<file path="src/sv/svf_pkg.sv">
// Package for the state-variable wah filter with cubic soft clip.
// Holds widths, coefficient limits, register indexes and the sequencer state type.
// No dependencies; every other file depends on it.
`default_nettype none

package svf_pkg;

	// Sample and coefficient formats.
	localparam int SAMPLE_BITS    = 24;
	localparam int COEF_FRAC_BITS = 16;
	localparam int STATE_FRAC     = 24;
	localparam int STATE_BITS     = 32;
	localparam int C_REG_BITS     = 16;
	localparam int D_REG_BITS     = 18;

	// Coefficient ceilings: 0.5 and 2.0 with 16 fractional bits.
	localparam logic [C_REG_BITS-1:0] C_MAX = C_REG_BITS'(1 << (COEF_FRAC_BITS - 1));
	localparam logic [D_REG_BITS-1:0] D_MAX = D_REG_BITS'(2 << COEF_FRAC_BITS);

	// Saturation limits for the filter states and the output sample.
	localparam logic signed [STATE_BITS-1:0]  STATE_MAX  = {1'b0, {(STATE_BITS-1){1'b1}}};
	localparam logic signed [STATE_BITS-1:0]  STATE_MIN  = {1'b1, {(STATE_BITS-1){1'b0}}};
	localparam logic signed [SAMPLE_BITS-1:0] SAMPLE_MAX = {1'b0, {(SAMPLE_BITS-1){1'b1}}};
	localparam logic signed [SAMPLE_BITS-1:0] SAMPLE_MIN = {1'b1, {(SAMPLE_BITS-1){1'b0}}};

	// Internal datapath widths.
	localparam int X_BITS     = SAMPLE_BITS + 1;
	localparam int NOTCH_BITS = 35;
	localparam int HIGH_BITS  = 36;
	localparam int MIX_BITS   = STATE_FRAC + 2;
	localparam int MA_BITS    = HIGH_BITS;
	localparam int MB_BITS    = MIX_BITS;
	localparam int PROD_BITS  = MA_BITS + MB_BITS;
	localparam int RND_BITS   = PROD_BITS - COEF_FRAC_BITS;
	localparam int Y_BITS     = MIX_BITS + 3;

	// Rounding offsets for the two product alignments.
	localparam logic signed [PROD_BITS-1:0] HALF_COEF  = PROD_BITS'(1) <<< (COEF_FRAC_BITS - 1);
	localparam logic signed [PROD_BITS-1:0] HALF_STATE = PROD_BITS'(1) <<< (STATE_FRAC - 1);

	// Mix clamp at +-1.0.
	localparam logic signed [MIX_BITS-1:0] MIX_ONE = MIX_BITS'(1) <<< STATE_FRAC;

	// APB register map.
	localparam int PADDR_BITS = 3;
	localparam int PDATA_BITS = 32;
	localparam logic REG_COEF_C = 1'b0;
	localparam logic REG_COEF_D = 1'b1;

	// Sequencer states: one step per shared-multiplier use or consume.
	typedef enum logic [3:0] {
		ST_IDLE,
		ST_ND,
		ST_LC,
		ST_HC,
		ST_HM,
		ST_BU,
		ST_MC,
		ST_MX,
		ST_SQ,
		ST_CU,
		ST_CM,
		ST_OUT
	} svf_state_t;

endpackage

`default_nettype wire

</file>
<file path="src/sv/svf_if.sv">
// Stream interfaces for input and output samples, valid/ready handshake.
// Depends on svf_pkg for the sample width.
`default_nettype none

interface svf_in_if;
	logic                                valid;
	logic                                ready;
	logic signed [svf_pkg::SAMPLE_BITS-1:0] sample_in;

	modport source (output valid, output sample_in, input ready);
	modport sink   (input valid, input sample_in, output ready);
endinterface

interface svf_out_if;
	logic                                valid;
	logic                                ready;
	logic signed [svf_pkg::SAMPLE_BITS-1:0] sample_out;

	modport source (output valid, output sample_out, input ready);
	modport sink   (input valid, input sample_out, output ready);
endinterface

`default_nettype wire

</file>
<file path="src/sv/svf_wah_filter_soft_clip.sv">
// Each accepted sample is taken in the idle state and then passes through eleven sequencer
// steps before it can leave on the output. The steps are set by six products that
// share a single 36x26 signed multiplier with a registered output, each followed by a step
// that rounds and accumulates it. The input is not ready while a sample is in work; a finished
// sample waits in the last step until the output register is free; the block returns
// to idle only then, so a stalled output adds the stall to the next sample's start.
// Depends on svf_pkg and the interfaces in svf_if.sv.
`default_nettype none

module svf_wah_filter_soft_clip (
	input  wire logic                              clk,
	input  wire logic                              arst_n,
	input  wire logic                              psel,
	input  wire logic                              penable,
	input  wire logic                              pwrite,
	input  wire logic [svf_pkg::PADDR_BITS-1:0]    paddr,
	input  wire logic [svf_pkg::PDATA_BITS-1:0]    pwdata,
	output logic      [svf_pkg::PDATA_BITS-1:0]    prdata,
	output logic                                   pready,
	svf_in_if.sink                                 in_ch,
	svf_out_if.source                              out_ch
);
	import svf_pkg::*;

	// Configuration registers.
	logic [C_REG_BITS-1:0] coef_c_q;
	logic [D_REG_BITS-1:0] coef_d_q;
	logic [C_REG_BITS-1:0] c_eff;
	logic [D_REG_BITS-1:0] d_eff;

	// Sequencer and datapath registers.
	svf_state_t state_q, state_d;
	logic signed [X_BITS-1:0]      x_q;
	logic signed [STATE_BITS-1:0]  band_q;
	logic signed [STATE_BITS-1:0]  low_q;
	logic signed [NOTCH_BITS-1:0]  notch_q;
	logic signed [HIGH_BITS-1:0]   high_q;
	logic signed [MIX_BITS-1:0]    mix_q;
	logic signed [MIX_BITS-1:0]    m2_q;
	logic signed [PROD_BITS-1:0]   prod_q;
	logic signed [SAMPLE_BITS-1:0] out_q;
	logic                          out_valid_q;

	// Combinational datapath signals.
	logic                          in_fire;
	logic                          out_load;
	logic signed [MA_BITS-1:0]     mul_a;
	logic signed [MB_BITS-1:0]     mul_b;
	logic signed [PROD_BITS-1:0]   sum16;
	logic signed [PROD_BITS-1:0]   sum24;
	logic signed [RND_BITS-1:0]    rnd;
	logic signed [NOTCH_BITS-1:0]  low_sum;
	logic signed [STATE_BITS-1:0]  low_new;
	logic signed [NOTCH_BITS-1:0]  band_sum;
	logic signed [STATE_BITS-1:0]  band_new;
	logic signed [NOTCH_BITS-1:0]  mix_full;
	logic signed [MIX_BITS-1:0]    mix_clamp;
	logic signed [Y_BITS-1:0]      y_lin;
	logic signed [Y_BITS-1:0]      y_half;
	logic signed [Y_BITS-1:0]      y_q23;
	logic signed [SAMPLE_BITS-1:0] y_sat;

	// APB register file: writes complete in the access phase, no wait states.
	assign pready = 1'b1;

	always_ff @(posedge clk or negedge arst_n) begin
		if (!arst_n) begin
			coef_c_q <= '0;
			coef_d_q <= D_MAX;
		end else if (psel && penable && pwrite) begin
			if (paddr[2] == REG_COEF_C) begin
				coef_c_q <= pwdata[C_REG_BITS-1:0];
			end else begin
				coef_d_q <= pwdata[D_REG_BITS-1:0];
			end
		end
	end

	// Read back; unaligned addresses read as zero.
	always_comb begin
		prdata = '0;
		if (paddr[1:0] == 2'b00) begin
			if (paddr[2] == REG_COEF_C) begin
				prdata = PDATA_BITS'(coef_c_q);
			end else begin
				prdata = PDATA_BITS'(coef_d_q);
			end
		end
	end

	// Coefficient saturation at use.
	assign c_eff = (coef_c_q > C_MAX) ? C_MAX : coef_c_q;
	assign d_eff = (coef_d_q > D_MAX) ? D_MAX : coef_d_q;

	// Handshake.
	assign in_ch.ready       = (state_q == ST_IDLE);
	assign in_fire           = in_ch.valid && in_ch.ready;
	assign out_load          = (state_q == ST_OUT) && (!out_valid_q || out_ch.ready);
	assign out_ch.valid      = out_valid_q;
	assign out_ch.sample_out = out_q;

	// Next state and shared multiplier operand selection.
	always_comb begin
		state_d = state_q;
		mul_a   = '0;
		mul_b   = '0;
		unique case (state_q)
			ST_IDLE: begin
				if (in_fire) begin
					state_d = ST_ND;
				end
			end
			ST_ND: begin
				mul_a   = MA_BITS'(band_q);
				mul_b   = $signed(MB_BITS'(d_eff));
				state_d = ST_LC;
			end
			ST_LC: begin
				mul_a   = MA_BITS'(band_q);
				mul_b   = $signed(MB_BITS'(c_eff));
				state_d = ST_HC;
			end
			ST_HC: begin
				state_d = ST_HM;
			end
			ST_HM: begin
				mul_a   = high_q;
				mul_b   = $signed(MB_BITS'(c_eff));
				state_d = ST_BU;
			end
			ST_BU: begin
				state_d = ST_MC;
			end
			ST_MC: begin
				mul_a   = MA_BITS'(band_q);
				mul_b   = $signed(MB_BITS'(c_eff));
				state_d = ST_MX;
			end
			ST_MX: begin
				state_d = ST_SQ;
			end
			ST_SQ: begin
				mul_a   = MA_BITS'(mix_q);
				mul_b   = mix_q;
				state_d = ST_CU;
			end
			ST_CU: begin
				state_d = ST_CM;
			end
			ST_CM: begin
				mul_a   = MA_BITS'(m2_q);
				mul_b   = mix_q;
				state_d = ST_OUT;
			end
			ST_OUT: begin
				if (out_load) begin
					state_d = ST_IDLE;
				end
			end
			default: begin
				state_d = ST_IDLE;
			end
		endcase
	end

	always_ff @(posedge clk or negedge arst_n) begin
		if (!arst_n) begin
			state_q <= ST_IDLE;
		end else begin
			state_q <= state_d;
		end
	end

	// Round the registered product, ties toward plus infinity.
	assign sum16 = prod_q + HALF_COEF;
	assign sum24 = prod_q + HALF_STATE;
	assign rnd   = (state_q == ST_CU || state_q == ST_OUT) ?
		RND_BITS'(sum24 >>> STATE_FRAC) : RND_BITS'(sum16 >>> COEF_FRAC_BITS);

	// State updates with saturation to 32 bits.
	assign low_sum  = NOTCH_BITS'(low_q) + NOTCH_BITS'(rnd);
	assign band_sum = NOTCH_BITS'(band_q) + NOTCH_BITS'(rnd);

	always_comb begin
		if (low_sum > NOTCH_BITS'(STATE_MAX)) begin
			low_new = STATE_MAX;
		end else if (low_sum < NOTCH_BITS'(STATE_MIN)) begin
			low_new = STATE_MIN;
		end else begin
			low_new = STATE_BITS'(low_sum);
		end
		if (band_sum > NOTCH_BITS'(STATE_MAX)) begin
			band_new = STATE_MAX;
		end else if (band_sum < NOTCH_BITS'(STATE_MIN)) begin
			band_new = STATE_MIN;
		end else begin
			band_new = STATE_BITS'(band_sum);
		end
	end

	// Mix, clamped to +-1.0 before the cubic.
	assign mix_full = NOTCH_BITS'(x_q) - NOTCH_BITS'(band_q) + NOTCH_BITS'(rnd);

	always_comb begin
		if (mix_full > NOTCH_BITS'(MIX_ONE)) begin
			mix_clamp = MIX_ONE;
		end else if (mix_full < -NOTCH_BITS'(MIX_ONE)) begin
			mix_clamp = -MIX_ONE;
		end else begin
			mix_clamp = MIX_BITS'(mix_full);
		end
	end

	// Output: (3m - m^3)/2 rounded, then aligned to 23 fractional bits and saturated.
	assign y_lin  = (Y_BITS'(mix_q) <<< 1) + Y_BITS'(mix_q) - Y_BITS'(rnd);
	assign y_half = (y_lin + Y_BITS'(1)) >>> 1;
	assign y_q23  = (y_half + Y_BITS'(1)) >>> 1;

	always_comb begin
		if (y_q23 > Y_BITS'(SAMPLE_MAX)) begin
			y_sat = SAMPLE_MAX;
		end else if (y_q23 < Y_BITS'(SAMPLE_MIN)) begin
			y_sat = SAMPLE_MIN;
		end else begin
			y_sat = SAMPLE_BITS'(y_q23);
		end
	end

	// Shared multiplier; the product holds while the result waits to leave.
	always_ff @(posedge clk) begin
		if (state_q != ST_OUT) begin
			prod_q <= PROD_BITS'(mul_a * mul_b);
		end
	end

	// Filter states.
	always_ff @(posedge clk or negedge arst_n) begin
		if (!arst_n) begin
			band_q <= '0;
			low_q  <= '0;
		end else begin
			if (state_q == ST_HC) begin
				low_q <= low_new;
			end
			if (state_q == ST_BU) begin
				band_q <= band_new;
			end
		end
	end

	// Payload intermediates.
	always_ff @(posedge clk) begin
		case (state_q)
			ST_IDLE: begin
				if (in_fire) begin
					x_q <= {in_ch.sample_in, 1'b0};
				end
			end
			ST_LC: begin
				notch_q <= NOTCH_BITS'(x_q) - NOTCH_BITS'(rnd);
			end
			ST_HC: begin
				high_q <= HIGH_BITS'(notch_q) - HIGH_BITS'(low_new);
			end
			ST_MX: begin
				mix_q <= mix_clamp;
			end
			ST_CU: begin
				m2_q <= MIX_BITS'(rnd);
			end
			default: begin
			end
		endcase
		if (out_load) begin
			out_q <= y_sat;
		end
	end

	// Output register valid flag.
	always_ff @(posedge clk or negedge arst_n) begin
		if (!arst_n) begin
			out_valid_q <= 1'b0;
		end else if (out_load) begin
			out_valid_q <= 1'b1;
		end else if (out_ch.ready) begin
			out_valid_q <= 1'b0;
		end
	end

`ifndef SYNTH
	// An accepted beat always starts the sequencer.
	a_start: assert property (@(posedge clk) disable iff (!arst_n)
		in_fire |=> state_q == ST_ND)
		else $error("sequencer did not start after input beat");

	// The clamped mix stays within +-1.0 when it is squared.
	a_mix_range: assert property (@(posedge clk) disable iff (!arst_n)
		state_q == ST_SQ |-> (mix_q <= MIX_ONE) && (mix_q >= -MIX_ONE))
		else $error("mix outside clamp range");

	// A finished sample waits while the output register is still occupied.
	a_out_wait: assert property (@(posedge clk) disable iff (!arst_n)
		state_q == ST_OUT && out_valid_q && !out_ch.ready |=>
		state_q == ST_OUT && out_valid_q)
		else $error("result overwrote a pending output beat");
`endif

endmodule

`default_nettype wire
</file>
<file path="src/flat_wrapper.sv">
// flat-port wrapper written by rule: the top's interface ports become plain ports
module svf_wah_filter_soft_clip_flat import svf_pkg::*;
  (clk, arst_n, psel, penable, pwrite, paddr, pwdata, prdata, pready, in_ch_valid, in_ch_sample_in, in_ch_ready, out_ch_valid, out_ch_sample_out, out_ch_ready);
  svf_in_if in_ch_i ();
  svf_out_if out_ch_i ();
  input  wire logic clk;
  input  wire logic arst_n;
  input  wire logic psel;
  input  wire logic penable;
  input  wire logic pwrite;
  input  wire logic [svf_pkg::PADDR_BITS-1:0] paddr;
  input  wire logic [svf_pkg::PDATA_BITS-1:0] pwdata;
  output logic      [svf_pkg::PDATA_BITS-1:0] prdata;
  output logic pready;
  input wire logic [$bits(in_ch_i.valid)-1:0] in_ch_valid;
  input wire logic [$bits(in_ch_i.sample_in)-1:0] in_ch_sample_in;
  output wire logic [$bits(in_ch_i.ready)-1:0] in_ch_ready;
  output wire logic [$bits(out_ch_i.valid)-1:0] out_ch_valid;
  output wire logic [$bits(out_ch_i.sample_out)-1:0] out_ch_sample_out;
  input wire logic [$bits(out_ch_i.ready)-1:0] out_ch_ready;
  assign in_ch_i.valid = in_ch_valid;
  assign in_ch_i.sample_in = in_ch_sample_in;
  assign in_ch_ready = in_ch_i.ready;
  assign out_ch_valid = out_ch_i.valid;
  assign out_ch_sample_out = out_ch_i.sample_out;
  assign out_ch_i.ready = out_ch_ready;
  svf_wah_filter_soft_clip u_core (.clk(clk), .arst_n(arst_n), .psel(psel), .penable(penable), .pwrite(pwrite), .paddr(paddr), .pwdata(pwdata), .prdata(prdata), .pready(pready), .in_ch(in_ch_i), .out_ch(out_ch_i));
endmodule
</file>
<file path="config.mk">
export PLATFORM = sky130hd
export DESIGN_NAME = svf_wah_filter_soft_clip_flat
export DESIGN_NICKNAME = d
export VERILOG_FILES = /design/src/sv/svf_pkg.sv /design/src/sv/svf_if.sv /design/src/sv/svf_wah_filter_soft_clip.sv /design/src/flat_wrapper.sv
export SDC_FILE = /design/constraint.sdc
export NUM_CORES = 2
export LEC_CHECK = 0
export BUFFER_PORTS_ARGS = -buffer_cell sky130_fd_sc_hd__buf_4
export CELL_PAD_IN_SITES_DETAIL_PLACEMENT = 0
export CELL_PAD_IN_SITES_GLOBAL_PLACEMENT = 1
export CORE_UTILIZATION = 27
export DETAILED_ROUTE_END_ITERATION = 7
export GPL_TIMING_DRIVEN = 0
export PLACE_DENSITY_LB_ADDON = 0.1
export REMOVE_ABC_BUFFERS = 1
export SYNTH_ARGS = -nofsm -noshare
export SYNTH_HDL_FRONTEND = slang
export SYNTH_SLANG_ARGS = --single-unit
</file>
<file path="constraint.sdc">
create_clock -name clk -period 19.4 [get_ports clk]
set_input_delay 2.91 -clock clk [delete_from_list [all_inputs] [get_ports clk]]
set_output_delay 2.91 -clock clk [all_outputs]
set_load 0.01 [all_outputs]
</file>
-- Word level (Yosys, flattened, before mapping)
Cells that the tools add are included.
- order comparisons: 10
- $mul: 1
- add/subtract/negate cells: 12
- reductions and logical operators: 18
- bitwise logic cells: 1
- eq/ne operators: 14
- multiplexer cells: 18
- operators by type and width (cell ; count):
    36-bit case mux with 4 select lines ; 1
    32-bit 2-to-1 mux ; 4
    26-bit case mux with 3 select lines ; 1
    32-bit by 35-bit adder with 35-bit output ; 2
    35-bit by 32-bit greater-than comparator with 1-bit output (second input constant) ; 2
    35-bit by 32-bit less-than comparator with 1-bit output (second input constant) ; 2
    59-bit by 25-bit adder with 59-bit output (second input constant) ; 1
    36-bit by 26-bit multiplier with 59-bit output ; 1
    18-bit 2-to-1 mux ; 3
    51-bit by 17-bit adder with 51-bit output (second input constant) ; 1
    4-bit case mux with 12 select lines ; 1
    35-bit by 32-bit subtractor with 36-bit output ; 1
    35-bit adder ; 1
    35-bit by 26-bit greater-than comparator with 1-bit output (second input constant) ; 1
    35-bit by 25-bit less-than comparator with 1-bit output (second input constant) ; 1
    35-bit 2-to-1 mux ; 1
    25-bit by 35-bit subtractor with 35-bit output ; 1
    25-bit by 32-bit subtractor with 33-bit output ; 1
    28-bit by 2-bit adder with 29-bit output (second input constant) ; 1
    29-bit by 2-bit adder with 29-bit output (second input constant) ; 1
    29-bit subtractor ; 1
    27-bit by 26-bit adder with 28-bit output ; 1
    28-bit by 24-bit greater-than comparator with 1-bit output (second input constant) ; 1
    28-bit by 24-bit less-than comparator with 1-bit output (second input constant) ; 1
    24 further kinds ; 42
- bits in registers: 333
- output and inout bits: 59
- bits of input ports: 66

-- Depth between registers and ports, before layout
- depth after elaboration: 8
- depth in mapped cells: 51
- gate-level depth less buffers: 43

-- Worst setup path after synthesis
No wires, ideal clock.
- kind: reg2reg
- start: register u_core.state_q[2]
- end: register u_core.high_q[34], data pin
- stages on the path, launching flop included: 50
- clock period less this slack: 9.889 ns
- arrival: 9.616 ns
- setup time: 0.274 ns
- slack: 9.511 ns
- path buffers: 8
- required time: 19.126 ns
- cell sequence: dfrtp_1 buf_4 and3b_4 clkbuf_1 clkbuf_1 buf_1 nand2_1 nand2_1 ha_1 o21ai_0 a21o_1 nor2_1 and2_1 nand2_1 nor2_1 nand2_1 or3_1 clkbuf_1 [14 not listed] buf_2 buf_1 a21oi_1 ha_1 a21oi_1 nor2b_1 o21ai_0 nand2b_1 a222oi_1 or3_1 a31oi_1 a211oi_2 nor2_2 a221oi_4 o21ai_4 o21ai_2 mux2i_1 o221ai_1
- longest elaborated chain between the ends: 8
- elaborated cells on any way between the ends: 10
- RTL lines (what ; RTL line ; source):
    start, declared ; svf_wah_filter_soft_clip.sv:32 ; svf_state_t state_q, state_d;
    start signal, assigned ; svf_wah_filter_soft_clip.sv:170 ; state_q <= state_d;
    4-bit == test ; svf_wah_filter_soft_clip.sv:177 ; assign rnd = (state_q == ST_CU || state_q == ST_OUT) ?
    1-bit logical OR (*) ; svf_wah_filter_soft_clip.sv:177 ;
    35-bit 2-to-1 mux (*) ; svf_wah_filter_soft_clip.sv:177 ;
    32-bit by 35-bit adder with 35-bit output (*) ; svf_wah_filter_soft_clip.sv:181 ; assign low_sum = NOTCH_BITS'(low_q) + NOTCH_BITS'(rnd);
    35-bit by 32-bit less-than comparator with 1-bit output ; svf_wah_filter_soft_clip.sv:187 ; end else if (low_sum < NOTCH_BITS'(STATE_MIN)) begin
    32-bit 2-to-1 mux ; svf_wah_filter_soft_clip.sv:187 ;
    32-bit 2-to-1 mux (*) ; svf_wah_filter_soft_clip.sv:185 ; if (low_sum > NOTCH_BITS'(STATE_MAX)) begin
    35-bit by 32-bit subtractor with 36-bit output (*) ; svf_wah_filter_soft_clip.sv:263 ; high_q <= HIGH_BITS'(notch_q) - HIGH_BITS'(low_new);
    end signal, assigned ; svf_wah_filter_soft_clip.sv:263 ;
    end, declared ; svf_wah_filter_soft_clip.sv:37 ; logic signed [HIGH_BITS-1:0] high_q;
Every way passes the cells marked *; elsewhere a longest branch is shown, timed or not.
A chain may end at the register's enable or synchronous reset.

-- Worst setup path in the final report
- start: register u_core.state_q[3]
- end: register u_core.high_q[24], data pin
Same word-level chain as after synthesis.

==> run_results.csv <==
group,metric,value,unit
clock_network,htree_levels,2,
sta,period_share,63.9,%
logic_synthesis,netlist-cell-type-count,110,
sta,slew_violations,0,
sta,holdWs,0.491,ns
floorplanning,core,0.210,mm2
logic_synthesis,synth.cell_area,0.0570,mm2
run,drv_cap,0,
setup_path,worstSetupStartpointType,"flip-flop",
global_route,grt_use_total,20.4,%
logic_synthesis,synth_edf_count,215,
sta,tns,0,ns
clock_network,clockBufferDepth,3,
setup_path,worstSetupEndpointType,"flip-flop",
logic_synthesis,synth_compound_area_share,10.5,%
setup_path,slowest_delay,0.85,ns
detailed_routing,vias_per_cell,4.76,
setup_path,crit_path_frequent_cell,"nand2_1",
setup_path,critical_path.slowest_cell,"dfrtp_1",
clock_network,cts_tree,"done",
global_route,busiest_layer,"met2",
sta,worst_pin_slew,1.49,ns
clock_network,insertion_delay,0.63,ns
sta,min_period,12.40,ns
clock_network,clk_pin_slew_worst_paths,0.06,ns
clock_network,hold_buffers,0,
sta,relSlewSlack,0.500,%
logic_synthesis,syn_area_per_cell,8.93,um2
detailed_routing,wl_per_cell,23.2,um
global_route,use_met1,28.0,%
place,portBuffers,95,
floorplanning,boundaryPins,125,
clock_network,post_cts.repair.setup_buffers,0,
outcome,status,"complete, no violations",
logic_synthesis,syn_inst,6384,
clock_network,ctsResizeCount,0,
cells_and_area,post-route-cell-area,0.0633,mm2
logic_synthesis,synth.area.mux_share,1.52,%
global_route,grt_max_degree,74,
sta,fmax,80.7,MHz
logic_synthesis,yosys-top-cells-area,"fa_1 33%, edfxtp_1 11%, ha_1 9.5%",
logic_synthesis,synth_top_family_by_area,"adder cells",
setup_path,reg2reg_slack,7.00,ns
setup_path,crit_fanout,41,
sta,finalHoldViolations,0,
floorplanning,fp.dieW,462,um
global_route,grt_antenna_before_repair,3,
logic_synthesis,ys_ff_latch,318,
sta,finalSetupViolations,0,
clock_network,root_buffer,"clkbuf_16",
logic_synthesis,yosys.area.top_type,"fa_1",
sta,rsz0062_at_grt,"no",
cells_and_area,final_core_util,30.2,%
detailed_routing,wirelength,214000,um
setup_path,crit_required,19.79,ns
logic_synthesis,synthArstFlopShare,32.4,%
clock_network,clock-sinks,318,
logic_synthesis,ys.flop_type,"edfxtp_1",
clock_network,numCtsBuffers,46,
detailed_routing,drt_iter0_markers,2666,
global_route,overflow,0,
logic_synthesis,synthSimpleGateAreaFrac,15.2,%
place,gp_congestion,0.871,
logic_synthesis,yosysSeqAreaShare,15.8,%
floorplanning,dieArea,0.213,mm2
logic_synthesis,synthXorXnorAreaFrac,5.24,%
global_route,grt_pass1_vias,47200,
place,dpl_cell_area,0.0618,mm2
detailed_routing,vias,43800,
detailed_routing,ant_nets,0,
setup_path,arrival,12.79,ns
worst_hold_path,min_path_type,"flip-flop to flip-flop",
logic_synthesis,yosys.area.top_type_share,32.6,%
cells_and_area,syn2layout_area_growth,11.0,%
floorplanning,start_util,27.2,%
detailed_routing,dr.pass1.iters,5,
setup_path,crit_type,"flip-flop to flip-flop",
global_route,grt_pass1_wl,317000,um
global_route,gr-usage-met3,1.48,%
floorplanning,die_h,462,um
global_route,grt_use_met2,34.2,%
cells_and_area,drive_gt1_share,6.77,%
detailed_routing,drc,0,
place,dp_hpwl,177000,um
floorplanning,fp-row-count,168,
sta,finClkSkew,0.0327,ns
cells_and_area,nets,7802,
logic_synthesis,post_synth_fa_ha_maj_area_fraction,42.2,%
logic_synthesis,yosysWarnings,0,
[critical path, delay by kind of cell (launching register included)]
family | cells | cell delay (ns)
xor+xnor | 2 | 0.48
flops | 1 | 0.85
fa+ha+maj | 3 | 1.02
compound gates | 17 | 4.71
simple gates | 19 | 5.04
[state kept, by name (all words and copies together) (netlist names), 24 cells and up]
register / count
u_core.band_q: 32
u_core.high_q: 36
u_core.low_q: 32
u_core.m2_q: 26
u_core.mix_q: 26
u_core.notch_q: 35
u_core.out_ch.sample_out: 24
u_core.prod_q: 44
u_core.x_q: 24
[path summary, 6_finish.rpt]
path,startpoint,to,cells after the start
worst min-delay path,u_core.low_q[18],u_core.low_q[18],2
worst min register to register,u_core.low_q[18],u_core.low_q[18],2
min in group asynchronous,arst_n,u_core.low_q[2],1
max in group asynchronous,arst_n,u_core.band_q[25],2
worst max register to register,u_core.state_q[3],u_core.high_q[24],41
worst max-delay path,u_core.state_q[3],u_core.high_q[24],41
[through the flow]
step,setup slack [ns],instances
finish,7.00,9216
detailed placement,6.91,9130
global route,6.20,9214
global placement,1.75,9040
CTS,6.79,9214
floorplan,7.88,6140
[synth_stat cells (8+ instances only)]
cell type,count
inv_1,1159
fa_1,928
nand2_1,899
nor2_1,540
ha_1,435
a21oi_1,258
clkbuf_1,223
xnor2_1,219
edfxtp_1,215
o21ai_0,163
xor2_1,122
a21o_1,105
dfrtp_1,102
nand3_1,87
nor3_1,79
nor2b_1,55
a22oi_1,54
nand4_1,48
o21bai_1,48
and3_1,46
mux2i_1,43
nand2b_1,39
mux2_2,35
and2_1,33
a31oi_1,28
or2_2,28
and4_1,25
a21boi_0,23
o21a_1,23
a211oi_1,22
or3_1,22
buf_4,17
nor4_1,17
o211ai_1,17
a221o_1,12
o31ai_1,11
a221oi_1,10
nor3b_1,10
buf_1,9
a211o_1,8
[cells in the final DEF, fill, tap and decap left out, types with 30 or more instances in the layout]
cell / n
inv_1: 1157
and3_1: 45
buf_4: 103
nor3_1: 76
ha_1: 435
xor2_1: 122
nand2b_1: 39
o21ai_0: 162
nand3_1: 84
o21bai_1: 48
and2_1: 30
nand4_1: 48
xnor2_1: 218
mux2_2: 35
nor2_1: 535
a21o_1: 104
a22oi_1: 54
dfrtp_1: 102
nor2b_1: 54
mux2i_1: 42
clkbuf_16: 46
fa_1: 928
edfxtp_1: 215
nand2_1: 883
a21oi_1: 253
[cells by family after synthesis]
logic type / after synthesis
AOI/OAI and AO/OA: 896
xor gates and xnor gates: 341
adders and majority gates: 1366
buffers and inverters: 1416
DFF: 318
muxes: 80
other: 2
and+or+nand+nor: 1965
[layer usage]
layer	up-vias	part of all wire, %
met3	172	2.9
met1	22600	47
li1	20300	-
met4	0	2.9
met2	726	47
met5	-	0
[area by class of cell]
cell class	instances	area [um2]
inverters	1159	4350
flip-flops and latches	318	9030
fillers	22500	146000
well taps	2805	3510
clock inverters	25	265
repair buffers	185	2010
multi-input cells	4663	42900
diodes	2	5.00
clock buffers	59	1230
Power is not shown: default switching activity piles up to over one toggle a cycle in this logic, so the estimate is an artifact.
